[config.mk]
export PLATFORM = sky130hd
export DESIGN_NAME = oft_ram
export DESIGN_NICKNAME = d
export VERILOG_FILES = /design/src/hw/rtl/oft_ram.sv
export SDC_FILE = /design/constraint.sdc
export NUM_CORES = 1
export LEC_CHECK = 0
export ABC_AREA = 0
export BUFFER_PORTS_ARGS = -buffer_cell sky130_fd_sc_hd__buf_2
export CAP_MARGIN = 20
export CELL_PAD_IN_SITES_DETAIL_PLACEMENT = 0
export CELL_PAD_IN_SITES_GLOBAL_PLACEMENT = 1
export CORE_MARGIN = 2
export CORE_UTILIZATION = 53
export DETAILED_ROUTE_END_ITERATION = 6
export PLACE_DENSITY_LB_ADDON = 0.12
export SLEW_MARGIN = 5
export SYNTH_ARGS = -nofsm -noshare
export SYNTH_HDL_FRONTEND = slang
export SYNTH_SLANG_ARGS = --single-unit
[constraint.sdc]
create_clock -name clk -period 2.1 [get_ports clk]
set_input_delay 0.21 -clock clk [delete_from_list [all_inputs] [get_ports clk]]
set_output_delay 0.21 -clock clk [all_outputs]
set_load 0.1 [all_outputs]
[src/hw/rtl/oft_ram.sv]
`default_nettype none
module oft_ram #(
  parameter int unsigned Width = 8,
  parameter int unsigned Depth = 16,
  parameter int unsigned AddrW = (Depth > 1) ? $clog2(Depth) : 1
) (
  input  wire logic             clk,
  input  wire logic             we,
  input  wire logic [AddrW-1:0] waddr,
  input  wire logic [Width-1:0] wdata,
  input  wire logic [AddrW-1:0] raddr,
  output logic      [Width-1:0] rdata
);

  logic [Width-1:0] mem [Depth];

  always_ff @(posedge clk) begin
    if (we) begin
      mem[waddr] <= wdata;
    end
    rdata <= mem[raddr];
  end

endmodule
`default_nettype wire

# After elaboration in Yosys (flattened, before gate mapping)
# Memory sizes are Yosys's and may differ from the RTL's. A register that Yosys moved wholly into a read port is not among the register bits.
# Index checks and enable logic that the tools add are counted.
dict set report totals {
  ff_bits 0
  mem_bits_rw 128
  inputBits 18
  out_inout_bits 8
  wordCells 3
  n_memories 1
}
# name words word_bits read_ports rd_ports_with_merged_regs wr line
set memory_table {}
lappend memory_table {mem 16 8 1 1 1 15} ;# logic [Width-1:0] mem [Depth];
dict set report op_classes {
  mux 2
}
# operator count
set op_table {}
lappend op_table {{$mux 1} 2}

# Longest topological paths before layout
dict set report depth {
  depth_word 2
  ltp_mapped 5
  mapped_depth_nobuf 3
}

# Least setup slack after synthesis
# OpenSTA, ideal clock, no wires.
dict set report synth_path {
  path_type {input port to flip-flop}
  startpoint {input waddr[2]}
  endpoint {memory mem[0][0], enable pin}
  setup_ns 0.383
  t_arrival_ns 1.320
  required_ns 1.717
  slack_ns 0.397
  path_stages 2
  path_buffers 0
  path_cell_list {or3b_2 > nor3_1}
}
# item line
set synth_lines {}
lappend synth_lines {{from (decl)} 9} ;# input wire logic [AddrW-1:0] waddr,
lappend synth_lines {{to (decl)} 15}
# Straight into the memory's write port.

# Final worst setup path
dict set report layout_path {
  startpoint {register rdata[4] (read register of mem)}
  endpoint {output rdata[4]}
}
# item line
set layout_lines {}
lappend layout_lines {{from (decl)} 12} ;# output logic [Width-1:0] rdata
# No word-level cell between the ends.

==> summary.md <==
| Metric | Value |
|---|---|
| Total GRT Usage | `0.200` |
| TritonCTS clock tree | `yes` |
| I/O Buffers | `25` |
| Post-CTS sizing | `0` |
| Max Clock Freq | `665 MHz` |
| Fin nets | `301` |
| H-tree levels | `4` |
| Layout cells sized above 1 | `0.307` |
| Via count | `2358` |
| Clock Latency Late Sink | `0.51 ns` |
| Most frequent cells in the layout | `edfxtp_1, buf_2, mux4_2, buf_4` |
| WP data arrival | `1.29 ns` |
| Area Overhead vs Synth | `17.5%` |
| I/O pin total | `26` |
| Std cell rows | `35` |
| Seq/Total Area, Yosys | `0.778` |
| R2R Setup Slk | `0.74 ns` |
| Clock power frac | `0.429` |
| GRT met1 Usage | `0.281` |
| Grt ovf | `0` |
| Cells along the critical path | `buf_2` |
| Fin crit share | `0.716` |
| #FFs+latches synth | `136` |
| Yosys warns | `0` |
| Fin cells | `425` |
| Crit. End Element | `output port` |
| Worst EP required | `1.89 ns` |
| Routed wire length | `9.12 mm` |
| Grt met3 use | `0.0705` |
| Die height | `103 um` |
| Critical path class | `reg -> out` |
| Final setup violation count | `0` |
| Max cap viols | `0` |
| Max Slew Vio Count | `0` |
| Static leakage | `2.05 nW` |
| Worst VDD drop | `690 uV` |
| Largest net degree at the start of global routing | `33` |
| Drt drc | `0` |
| Pwr/cell area | `1000 nW/um^2` |
| Syn Std Cell Area | `5150 um^2` |
| Tmin final | `1.50 ns` |
| Ant. Diodes | `0` |
| First-pass GRT wire length | `14.1 mm` |
| Sw Pwr | `1.35 mW` |
| Post-synthesis cell type count | `19` |
| Hold WS | `0.0610 ns` |
| Die W | `103 um` |
| Hold buffers post-CTS | `0` |
| Syn avg cell area | `22.5 um^2` |
| Postcts setup bufs | `0` |
| Placed cell area | `5520 um^2` |
| Die ar. | `10500 um^2` |
| Pint | `4.70 mW` |
| M2 GR Usage | `0.298` |
| Clock Path Buffers | `2` |
| Vias per cell | `5.55` |
| Routability cong. | `0.742` |
| Syn_nets | `247` |
| Crit path buffers/inverters | `1` |
| Comb pwr share | `0.067` |
| Status | `finished clean` |
| Post-synthesis cell count | `229` |
| Critical Path Fanout Max | `1` |
| Final count of hold timing violations | `0` |
| Slowest-stage cell, CP | `buf_2` |
| Clock buffer count from CTS | `17` |
| Hold Crit Class | `in -> reg` |
| Critical path's largest stage delay | `0.44 ns` |
| DR WL/cell | `21.4 um` |
| Final instance area | `6050 um^2` |
| Post-DP HPWL | `5.89 mm` |
| Footprint of the multi-input gates | `1060 um^2` |
| Vias in the first global route | `2453` |
| DP Cell Count | `393` |
| Relative slew margins | `0.615` |
| Initial antenna violation count | `0` |
| CTS root buffer | `clkbuf_8` |
| FF+latch area | `4000 um^2` |
| Crit path launch type | `flip-flop` |
| Initial core utilization | `0.552` |
| Clock Sinks | `136` |
| Final Skew | `0.00360 ns` |
| Commonest non-fill, non-tap cell in the layout | `edfxtp_1` |
| First drt pass iteration count | `4` |
| Sequential Power Share | `0.504` |
| GR peak layer | `met2` |
| Delay-heaviest family, CP | `buffers and inverters` |
| # fillers | `618` |
| Iter 0 DRT Violations | `164` |
| RSZ-0062 raised after global routing | `false` |
| Fin Setup TNS | `0 ns` |
| Actual slew at the worst max-slew pin | `0.575 ns` |
| Net Sw Frac | `0.224` |
| Clk slew on worst S/H paths | `0.06 ns` |
| Area of the core | `9330 um^2` |
| ANT nets after route | `0` |
## synth_stat cells
library cell     instances  area (um^2)
nand2_1                  9         33.8
mux4_1                  14          368
and2b_1                  1         7.51
and2_1                   1         6.26
nor3_1                   4         20.0
mux4_2                  18          405
dfxtp_1                  8          160
nand2b_1                 2         12.5
nand3b_1                 2         15.0
buf_4                    1         7.51
buf_2                    3         15.0
nand3_1                  1         5.00
nor2_1                  13         48.8
clkdlybuf4s25_2          3         30.0
nor2b_1                  1         6.26
buf_6                    3         33.8
a22oi_1                 16          120
or3b_2                   1         8.76
edfxtp_1               128         3840
## sequential cells by signal, indices dropped and copies added (netlist names)
register and flops:
rdata 8, mem 128
## cell families after synthesis
family | share of synthesized area
flip-flops | 0.778
AND/OR/NAND/NOR | 0.0318
multiplexers | 0.150
AO/OA/AOI/OAI | 0.0233
buffers and inverters | 0.0168
## final timing paths
kind,startpoint,endpoint,depth (start not counted)
max,rdata[4],rdata[4],1
min,wdata[1],mem[2][1],1
max reg2reg,mem[1][3],rdata[3],3
min reg2reg,mem[15][5],rdata[5],3
## layer usage
layer  wire [um]  up-vias
met2        4320       73
met5           0        -
met3         603        8
met4          67        0
met1        4130     1194
li1            -     1083
## per-stage QoR
stage          setup WS, ns  power, mW  utilization
3_5_place_dp          0.433       3.52        0.592
3_3_place_gp          0.428       3.51        0.592
4_1_cts               0.584       6.10        0.649
5_1_grt               0.565       6.26        0.649
2_1_floorplan         0.397       3.39            -
6_report              0.596       6.05        0.649
## power by group through the flow
stage                     Combinational [mW]  Sequential, mW  Clock, mW
after floorplan                        0.154            3.24          0
after global placement                 0.404            3.10          0
after detailed placement               0.409            3.11          0
after CTS                              0.410            3.05       2.64
after global routing                   0.431            3.05       2.78
final                                  0.404            3.05       2.60
## cell type report
class,count,share of cell area
tap,129,0.0267
clock inverter,15,0.0186
sequential,136,0.662
clock buffer,17,0.0685
timing repair buffer,45,0.0496
multi-input combinational,83,0.175
Note: power is estimated with default switching activity, not from simulation.
