--- config.mk ---
export PLATFORM = sky130hd
export DESIGN_NAME = oft_div
export DESIGN_NICKNAME = d
export VERILOG_FILES = /design/src/hw/rtl/oft_pkg.sv /design/src/hw/rtl/oft_div.sv
export SDC_FILE = /design/constraint.sdc
export NUM_CORES = 1
export LEC_CHECK = 0
export ABC_CLOCK_PERIOD_IN_PS = 6400
export BUFFER_PORTS_ARGS = -buffer_cell sky130_fd_sc_hd__buf_2
export CAP_MARGIN = 20
export CORE_MARGIN = 2
export CORE_UTILIZATION = 55
export CTS_CLUSTER_DIAMETER = 40
export DETAILED_ROUTE_END_ITERATION = 12
export GPL_ROUTABILITY_DRIVEN = 0
export GPL_TIMING_DRIVEN = 0
export PLACE_DENSITY = 0.78
export SKIP_CTS_REPAIR_TIMING = 1
export SLEW_MARGIN = 20
export SYNTH_ARGS = -nofsm -noshare
export SYNTH_HDL_FRONTEND = slang
export SYNTH_SLANG_ARGS = --single-unit
--- constraint.sdc ---
create_clock -name clk -period 6.4 [get_ports clk]
set_input_delay 1.92 -clock clk [delete_from_list [all_inputs] [get_ports clk]]
set_output_delay 1.92 -clock clk [all_outputs]
set_load 0.02 [all_outputs]
--- src/hw/rtl/oft_pkg.sv ---
`default_nettype none
package oft_pkg;

  localparam int unsigned MaxChildrenDef = 16;
  localparam int unsigned IdW   = 32;
  localparam int unsigned LotW  = 31;
  localparam int unsigned AvgW  = 32;
  localparam int unsigned CostW = 63;

  typedef enum logic [1:0] {
    CMD_BEGIN  = 2'd0,
    CMD_ADD    = 2'd1,
    CMD_REPORT = 2'd2,
    CMD_QUERY  = 2'd3
  } cmd_e;

  typedef struct packed {
    logic [1:0]         command;
    logic [31:0]        child_id;
    logic [30:0]        quantity;
    logic signed [31:0] fill_qty;
    logic signed [31:0] reported_remaining;
    logic signed [31:0] fill_price;
  } in_word_t;

  typedef struct packed {
    logic        matched;
    logic [30:0] child_filled;
    logic [30:0] child_remaining;
    logic [31:0] child_avg_price;
    logic [62:0] child_cost;
    logic        some_fill;
    logic        plan_complete;
    logic        some_partial;
    logic [62:0] plan_cost;
    logic [62:0] global_filled;
    logic [30:0] last_price;
  } out_word_t;

  // One table entry as stored in memory.
  typedef struct packed {
    logic [31:0] id;
    logic [30:0] req;
    logic [30:0] filled;
    logic [30:0] rem;
    logic [62:0] cost;
    logic [31:0] avg;
  } entry_t;

  localparam int unsigned EntryW = $bits(entry_t);

  typedef struct packed {
    logic        start;
    logic [62:0] dividend;
    logic [30:0] divisor;
  } div_req_t;

  typedef struct packed {
    logic        busy;
    logic        done;
    logic [31:0] quotient;
  } div_rsp_t;

endpackage
`default_nettype wire

--- src/hw/rtl/oft_div.sv ---
`default_nettype none
module oft_div
  import oft_pkg::*;
(
  input  wire logic     clk,
  input  wire logic     rst_n,
  input  wire div_req_t req,
  output div_rsp_t      rsp
);

  // Restoring division, one quotient bit per cycle, saturated to 32 bits.
  logic [62:0] quo_r, quo_nxt;
  logic [31:0] rem_r, rem_nxt;
  logic [30:0] dvs_r;
  logic [5:0]  cnt_r, cnt_nxt;
  logic        busy_r, busy_nxt;
  logic        done_r, done_nxt;
  logic [31:0] trial;

  always_comb begin
    quo_nxt  = quo_r;
    rem_nxt  = rem_r;
    cnt_nxt  = cnt_r;
    busy_nxt = busy_r;
    done_nxt = 1'b0;
    trial    = {rem_r[30:0], quo_r[62]};
    if (req.start) begin
      quo_nxt  = req.dividend;
      rem_nxt  = '0;
      cnt_nxt  = 6'd62;
      busy_nxt = 1'b1;
    end else if (busy_r) begin
      if (trial >= {1'b0, dvs_r}) begin
        rem_nxt = trial - {1'b0, dvs_r};
        quo_nxt = {quo_r[61:0], 1'b1};
      end else begin
        rem_nxt = trial;
        quo_nxt = {quo_r[61:0], 1'b0};
      end
      if (cnt_r == '0) begin
        busy_nxt = 1'b0;
        done_nxt = 1'b1;
      end else begin
        cnt_nxt = cnt_r - 6'd1;
      end
    end
  end

  always_ff @(posedge clk) begin
    if (!rst_n) begin
      busy_r <= 1'b0;
      done_r <= 1'b0;
    end else begin
      busy_r <= busy_nxt;
      done_r <= done_nxt;
    end
    quo_r <= quo_nxt;
    rem_r <= rem_nxt;
    cnt_r <= cnt_nxt;
    if (req.start) begin
      dvs_r <= req.divisor;
    end
  end

  assign rsp.busy     = busy_r;
  assign rsp.done     = done_r;
  assign rsp.quotient = (quo_r[62:32] != '0) ? 32'hFFFF_FFFF : quo_r[31:0];

  assert property (@(posedge clk) disable iff (!rst_n) done_r |-> !busy_r)
    else $error("divider done while busy");
  assert property (@(posedge clk) disable iff (!rst_n) req.start |=> busy_r)
    else $error("divider did not start");
  assert property (@(posedge clk) disable iff (!rst_n) done_r |-> $past(busy_r))
    else $error("divider done without work");

endmodule
`default_nettype wire

## Word-level counts from Yosys, hierarchy flattened

Cells that the tools add are included.

| storage, ports and cells | value |
|---|---|
| logic and storage cells | 26 |
| input bits | 97 |
| flip-flop bits (word level) | 133 |
| output and inout port bits | 34 |

| cells by class | value |
|---|---|
| reductions and logical operators | 5 |
| bitwise logic cells | 3 |
| magnitude comparators | 1 |
| add/sub/neg operators | 2 |
| mux-type cells | 9 |

Operator list:

| kind | count |
|---|---|
| 2-to-1 mux 63 bit | 2 |
| greater-or-equal comparator 32 x 31 -> 1 bit | 1 |
| 2-to-1 mux 32 bit | 1 |
| 2-to-1 mux 31 bit | 1 |
| nonzero test 31 bit | 1 |
| subtractor 31 bit | 1 |
| zero test 6 bit | 1 |
| subtractor 6 x 1 -> 6 bit (second input constant) | 1 |
| 2-to-1 mux 1 bit | 5 |
| inverter 1 bit | 3 |
| OR reduction 3 bit | 1 |
| AND reduction 2 bit | 1 |
| nonzero test 2 bit | 1 |

## Longest topological paths before layout

| logic depth | value |
|---|---|
| word-level depth | 4 |
| depth in mapped cells | 14 |
| mapped depth without buffers | 12 |

## Least setup slack after synthesis

OpenSTA, ideal clock, no wires.

| timing path | value |
|---|---|
| kind | input to register |
| start point | input port req[94] in the netlist's numbering |
| end point | register quo_r[0], enable pin |
| library setup time | 0.417 ns |
| cell stages on the path | 3 |
| data arrival time | 3.518 ns |
| buffers on the path | 1 |
| path slack | 2.465 ns |
| cells stage by stage | clkbuf_1 nor2_1 inv_1 |

| between the ends | value |
|---|---|
| cells in the longest elaborated chain, start to end | 1 |

RTL lines:

| what | line | text |
|---|---|---|
| start: declaration | oft_div.sv:7 | `input wire div_req_t req,` |
| nonzero test 2 bit (no line) | -- |  |
| end signal: assignment | oft_div.sv:57 | `quo_r <= quo_nxt;` |
| end: declaration | oft_div.sv:12 | `logic [62:0] quo_r, quo_nxt;` |

No other way between the ends.
A chain may end at the register's enable or synchronous reset.

==> results.cfg <==
[sta]
finalHoldViolations = 0
tns_ps = 0
drv_slew = 0
post-route-period-util_pct = 67.29
worst_slack_ps = 2094
fmax_mhz = 232.2
finalCriticalPeriod_ps = 4306
finalSetupViolCount = 0
rsz0062_at_grt = false
slew-limit-headroom_pct = 48.38
clock_skew_ps = 9.692
tightestPinTransition_ps = 774.3

[cells_and_area]
area_growth_syn_to_layout_pct = 19.08
most-common-layout-cells = buf_2 (136), edfxtp_1 (94), mux2_2 (64)
drive_gt1_share_pct = 30.53
final_common_cell = buf_2
regArea_mm2 = 0.003603
multiInputGateArea_mm2 = 0.003656
final_net_count = 973
diodes = 0
num-fill-cells = 1035

[pwr]
switching_power_w = 0.0007043
p_sw_share_pct = 28.04
power_frac_comb_pct = 19.5
pwr-share-seq_pct = 42.3
intPower_w = 0.001807
powerDensity_mw_per_mm2 = 277.2
ir_drop_mv = 0.2108
p_leak_nw = 3.637
clkPwrFrac_pct = 38.2

[global_route]
grt_pass1_wl_um = 28760
grt_start_max_net_pins = 64
grt_pass1_vias = 5910
grt_overflow = 0
grt_usage_pct = 25.07
antenna_found_initial = 1

[floorplan]
io_pins = 131
dieArea_mm2 = 0.01479
fp.dieH_um = 121.6
die_w_um = 121.6
core-area_mm2 = 0.01340
start_util_pct = 56.78
num_rows = 42

[yosys]
synth_nets = 824
ys_seq_area_share_pct = 47.36
synth_compound_area_share_pct = 14.03
synth_edf_count = 94
synth_largest_area_cell = edfxtp_1
syn-instance-count = 693
synthAdderAreaFrac_pct = 5.690
synth_xor_xnor_area_share_pct = 3.338
synthMuxAreaShare_pct = 12.32
ys_warn_count = 0
ys_ff_latch = 133
synthFlopType = edfxtp_1
synth_top_family_by_area = compound AO/OA/AOI/OAI gates
synthTopCellsByArea = edfxtp_1 (37%), dfxtp_1 (10%), mux2_2 (9.5%), ha_1 (5.4%), or3_1 (2.8%)
synthArstFlopShare_pct = 0
yosys.area.top_type_share_pct = 37.10
yosysUniqueCellTypes = 71
netlist_area_mm2 = 0.007609
synth-simple-area-share_pct = 12.68
synth_area_per_cell_um2 = 10.98

[drt]
via_count = 5879
postRouteWirelength_um = 17820
drc = 0
wl_per_cell_um = 17.29
first_pass_iters = 5
ant_nets = 0
vias_per_cell = 5.702
drt-initial-drc-count = 366

[setup_path]
crit_path_max_fanout = 10
worstSetupPathType = reg2out
cp-start-kind = flip-flop
cp.arrival_ps = 2390
r2r_slack_ps = 3250
critPathCaptureType = output port
crit_required_ps = 4480

[clock_tree]
clk_pin_slew_ps = 60
htree_levels = 4
clk_latency_ps = 430
clockRootBuffer = clkbuf_16
clockBufferDepth = 2
numCtsBuffers = 17
cts.sinks = 133
cts_tree = built

[status]
outcome = complete, no violations

[job]
maxCapViolations = 0

[placement]
port_buffers = 130
pre_cts_ws_ps = 2028
hpwl_um = 12980

[hold_path]
hp-class = reg2reg
## logic make-up after synthesis
family,count (synthesis)
flops,133
fa+ha+maj,34
buf+inv,82
xor+xnor,29
compound gates,146
simple gates,184
mux,85
## synth_stat cells (16+ instances only)
| library cell | instances |
|---|---|
| edfxtp_1 | 94 |
| mux2_2 | 64 |
| nor2_1 | 44 |
| inv_1 | 42 |
| dfxtp_1 | 39 |
| nand2_1 | 34 |
| or3_1 | 34 |
| ha_1 | 33 |
| a21oi_1 | 27 |
| clkbuf_1 | 26 |
| a211oi_1 | 24 |
| mux2i_1 | 19 |
| xnor2_1 | 17 |
| o21ai_0 | 16 |
## final timing paths
| kind | start | end | cells after the start |
|---|---|---|---|
| max | quo_r[62]$_DFFE_PP_ | rsp[3] | 5 |
| min | cnt_r[1]$_SDFFE_PP1P_ | cnt_r[1]$_SDFFE_PP1P_ | 1 |
| max reg2reg | quo_r[62]$_DFFE_PP_ | rem_r[26]$_SDFFE_PP0P_ | 13 |
| min reg2reg | cnt_r[1]$_SDFFE_PP1P_ | cnt_r[1]$_SDFFE_PP1P_ | 1 |
## area by class of cell
cell class / count / area share, %
sequential: 133 / 39.77
timing repair buffer: 130 / 7.181
tap: 176 / 2.431
buffer: 38 / 2.030
clock buffer: 17 / 4.695
multi-input combinational: 478 / 40.35
inverter: 44 / 1.851
clock inverter: 15 / 1.685
## metrics by stage
stage,util (%),power [W],std cells,hold slack (ps),cell area (um2)
after floorplan,-,0.001431,693,453.0,7609
after global placement,63.28,0.001543,999,466.1,8479
after detailed placement,63.30,0.001561,999,485.1,8482
after CTS,67.61,0.002518,1031,499.7,9060
after global routing,67.61,0.002613,1031,527.5,9060
final,67.61,0.002512,1031,495.1,9060
## critical path, cell delays in order (launching register included)
cell      delay, ps
edfxtp_1        450
nor4_1          330
nand4_1         290
clkbuf_1        280
or3_1           410
buf_2           180
## power by group through the flow
stage | Sequential [W] | Combinational [W] | Clock, W
floorplan | 0.00106 | 0.000370 | 0
global placement | 0.00108 | 0.000468 | 0
detailed placement | 0.00108 | 0.000483 | 0
CTS | 0.00106 | 0.000488 | 0.000968
global route | 0.00107 | 0.000543 | 0.000998
finish | 0.00106 | 0.000490 | 0.000960
## sequential cells by signal (all words and copies together), names as in the netlist
signal  cells
quo_r      63
busy_r      1
dvs_r      31
done_r      1
cnt_r       6
rem_r      31
## routing by layer
metal  track usage [%]  part of all wire (%)  vias to the layer above
li1                  -                     -                     2857
met1             29.75                    41                     2777
met2             42.98                    49                      211
met3             8.567                   7.7                       32
met4             7.974                   1.8                        2
met5                 0                 0.079                        -
(Power assumes the default switching activity.)
